==> config.mk <==
export PLATFORM = sky130hd
export DESIGN_NAME = dfawc_ram
export DESIGN_NICKNAME = d
export VERILOG_FILES = /design/src/rtl/dfawc_ram.sv
export SDC_FILE = /design/constraint.sdc
export NUM_CORES = 1
export LEC_CHECK = 0
export BUFFER_PORTS_ARGS = -buffer_cell sky130_fd_sc_hd__buf_2
export CAP_MARGIN = 10
export CORE_MARGIN = 2
export CORE_UTILIZATION = 65
export DETAILED_ROUTE_END_ITERATION = 8
export GPL_TIMING_DRIVEN = 0
export PLACE_DENSITY = 0.84
export SLEW_MARGIN = 20
export SYNTH_ARGS = -nofsm -noshare
export SYNTH_HDL_FRONTEND = slang
export SYNTH_SLANG_ARGS = --single-unit
==> constraint.sdc <==
create_clock -name clk -period 3.4 [get_ports clk]
set_input_delay 0.17 -clock clk [delete_from_list [all_inputs] [get_ports clk]]
set_output_delay 0.17 -clock clk [all_outputs]
set_load 0.01 [all_outputs]
==> src/rtl/dfawc_ram.sv <==
module dfawc_ram #(
	parameter int WIDTH = 8,
	parameter int DEPTH = 16,
	localparam int AW = (DEPTH > 1) ? $clog2(DEPTH) : 1
) (
	input  logic             clk,
	input  logic             we,
	input  logic [AW-1:0]    waddr,
	input  logic [WIDTH-1:0] wdata,
	input  logic [AW-1:0]    raddr,
	output logic [WIDTH-1:0] rdata
);

	logic [WIDTH-1:0] mem [DEPTH];

	always_ff @(posedge clk) begin
		if (we)
			mem[waddr] <= wdata;
		rdata <= mem[raddr];
	end

endmodule

; ---- Word level (Yosys, flattened, before mapping)
; Memory sizes are Yosys's and may differ from the RTL's. A register that Yosys moved wholly into a read port is not among the register bits.
; Index checks and enable logic that the tools add are counted.
; Widths: inputs -> output; s select.
[totals]
register_bits = 0
wordCells = 3
in_bits = 18
memories = 1
out_inout_bits = 8
ram_bits = 128
[op_classes]
mux = 2
[mem_list]
columns = memory, depth, word_bits, read_ports, rd_clocked_by_memory_dff, write_ports, line
row1 = mem, 16, 8, 1, 1, 1, 14  ; logic [WIDTH-1:0] mem [DEPTH];
[op_table]
columns = op, count
row1 = $mux 1, 2

; ---- Logic depth before layout (Yosys ltp)
[logic_depth]
depth_word = 2
depth_mapped = 5
mapped_depth_nobuf = 3

; ---- Worst setup path after synthesis
; OpenSTA, ideal clock, no wires.
[synth_timing]
path_kind = in2reg
from = in waddr[2]
to = mem mem[0][0], enable pin
path_buffers = 0
required_time_ns = 3.017
setup_ns = 0.383
slack_ns = 1.737
arrival_time_ns = 1.280
stages = 2
cell_sequence = or3b_2 > nor3_1
[synth_lines]
columns = element, line
row1 = from (decl), 8  ; input logic [AW-1:0] waddr,
row2 = to (decl), 14
; Straight into the memory's write port.

==> impl_metrics.yaml <==
power_and_ir_drop:
  p_leak_uw: 0.00202
  power.total_uw: 3830
  internal_power_uw: 3020
  switching_share_pct: 21.2
  irDropWorstVdd_uv: 394
  p_per_area_nw_per_um2: 640
  pwr-share-seq_pct: 49.2
  combPwrFrac_pct: 4.8
  power.switching_uw: 815
  pwr-share-clk_pct: 46.0
route:
  drt-total-wl_um: 10400
  wl_per_cell_um: 26.8
  drt_first_iter_violations: 390
  dr_wl_met3_um: 799
  routed.top_layer: "met4"
  route.layer.met1.wl_um: 4120
  wl_met2_um: 5260
  avgViaCountPerCell: 6.57
  ant_nets: 0
  drc: 0
  num_vias: 2542
  dr.pass1.iters: 5
global_routing:
  antenna_found_initial: 0
  grt_usage_pct: 26.5
  grt_pass1_vias: 2475
  grt_max_degree: 17
  grt_pass1_wl_um: 15400
  grt.overflow.total: 0
sta:
  grt_setup_unrepaired: "no"
  final_hold_viol_count: 0
  worst_slew_pin_slew_ns: 0.817
  final_max_slew_viol_count: 0
  period_share_pct: 42.7
  finalSetupViolCount: 0
  finalClockSkew_ns: 0.00696
  relSlewSlack_pct: 45.3
  period_minus_slack_ns: 1.45
  fmax_mhz: 689
  tns_ns: 0
critical_path:
  required_ns: 3.79
  cp.buffers_inverters: 0
  critical_path_class: "register to register"
  crit_path_end_kind: "register"
  cp_max_fo: 1
  slowest_stage: "mux4_2"
  crit_chain: "mux4_2, a22oi_1, nand2_1"
  cp-start-kind: "register"
  max_stage_delay_ns: 0.51
  crit_family: "multiplexers"
  cp_data_arrival_time_ns: 1.84
min_path:
  hold_path_class: "input port to register"
synth:
  ys_seq_area_share_pct: 77.8
  yosysWarnings: 0
  synth_cells: 229
  synth_seq_cells: 136
  synth_cell_type_count: 19
  syn_avg_cell_area_sq_um: 22.5
  netlist_area_sq_um: 5150
  synth_nets: 247
placed_design:
  dp_hpwl_um: 6160
  gp_congestion: 0.763
  port-buffer-count: 24
clocking:
  htree_levels: 4
  tritoncts: "yes"
  clock-sinks: 136
  postCtsResizedCells: 0
  clock_latency_ns: 0.52
  clockBufferDepth: 2
  path_clk_slew_ns: 0.06
  cts-root-buf: "clkbuf_8"
  postCtsSetupBuffers: 0
  hold_buffers: 0
  cts-buffers-inserted: 17
floorplanning:
  die_w_um: 93.0
  start_util_pct: 67.0
  io_pins: 26
  die-area_sq_um: 8650
  core-area_sq_um: 7690
  rows: 32
  die-height_um: 93.0
finish:
  final_common_cell: "edfxtp_1"
  drive_above_1_share_pct: 30.9
  antenna-diode-count: 0
  final_cell_mix: "128 x edfxtp_1, 27 x buf_2, 18 x mux4_2"
  finalNetCount: 290
  syn_to_final_growth_pct: 16.4
run:
  max-cap-violations: 0
outcome:
  status: "finished clean"
==> registers in the layout (all words and copies together), names as in the netlist <==
| signal | flops |
|---|---|
| rdata | 8 |
| mem | 128 |
==> final timing paths <==
| kind | slack [ns] | to | cells after the start | start |
|---|---|---|---|---|
| max | 1.95 | rdata[6]$_DFF_P_ | 3 | mem[4][6]$_DFFE_PP_ |
| min | 0.05 | mem[15][5]$_DFFE_PP_ | 1 | wdata[5] |
| max reg2reg | 1.95 | rdata[6]$_DFF_P_ | 3 | mem[4][6]$_DFFE_PP_ |
| min reg2reg | 0.69 | rdata[7]$_DFF_P_ | 3 | mem[11][7]$_DFFE_PP_ |
==> power by group through the flow <==
stage	sequential [uW]	combinational, uW	clock, uW
after floorplan	1920	95.1	0
after global placement	1920	173	0
after detailed placement	1920	181	0
after CTS	1890	185	1770
after global routing	1890	197	1860
final	1890	185	1760
==> logic make-up (layout without fill, tap and decap cells) <==
kind of cell | Yosys count | after routing | share of synthesized area (%)
compound gates | 16 | 16 | 2.33
buf+inv | 10 | 66 | 1.68
flops | 136 | 136 | 77.8
mux | 32 | 32 | 15.0
simple gates | 35 | 35 | 3.18
==> layout make-up <==
class	count	area, sq um
timing repair buffer	24	120
clock buffer	19	432
sequential	136	4000
clock inverter	13	145
multi-input combinational	83	1080
tap	102	128
fill	412	1700
buffer	10	86.3
==> synth_stat cells <==
cell type | count | area, sq um
nor3_1 | 4 | 20.0
clkdlybuf4s25_2 | 3 | 30.0
edfxtp_1 | 128 | 3840
buf_6 | 3 | 33.8
nor2_1 | 13 | 48.8
nand3_1 | 1 | 5.00
buf_2 | 3 | 15.0
buf_4 | 1 | 7.51
mux4_2 | 18 | 405
mux4_1 | 14 | 368
and2_1 | 1 | 6.26
nor2b_1 | 1 | 6.26
or3b_2 | 1 | 8.76
nand2b_1 | 2 | 12.5
dfxtp_1 | 8 | 160
a22oi_1 | 16 | 120
nand3b_1 | 2 | 15.0
nand2_1 | 9 | 33.8
and2b_1 | 1 | 7.51
==> worst register-to-register path, stage by stage (launching register included) <==
cell and delay [ns]:
edfxtp_1 0.38, mux4_2 0.51, a22oi_1 0.32, nand2_1 0.12
==> per-stage QoR <==
step | worst slack (ns) | utilization (%) | area [sq um] | instances | hold slack (ns)
after floorplan | 1.74 | - | 5150 | 229 | 0.269
after global placement | 1.21 | 70.2 | 5400 | 355 | 0.563
after detailed placement | 1.58 | 70.3 | 5410 | 355 | 0.567
after CTS | 1.96 | 77.8 | 5980 | 387 | 0.0359
after global routing | 1.94 | 77.9 | 5990 | 387 | 0.0427
final | 1.95 | 77.9 | 5990 | 387 | 0.0522
==> routing by layer <==
layer,global-route usage [%],up-vias
met5,0,-
met2,41.5,149
met1,38.5,1317
li1,-,1061
met4,9.44,0
met3,5.56,15
Power figures use the tool's default switching activity.
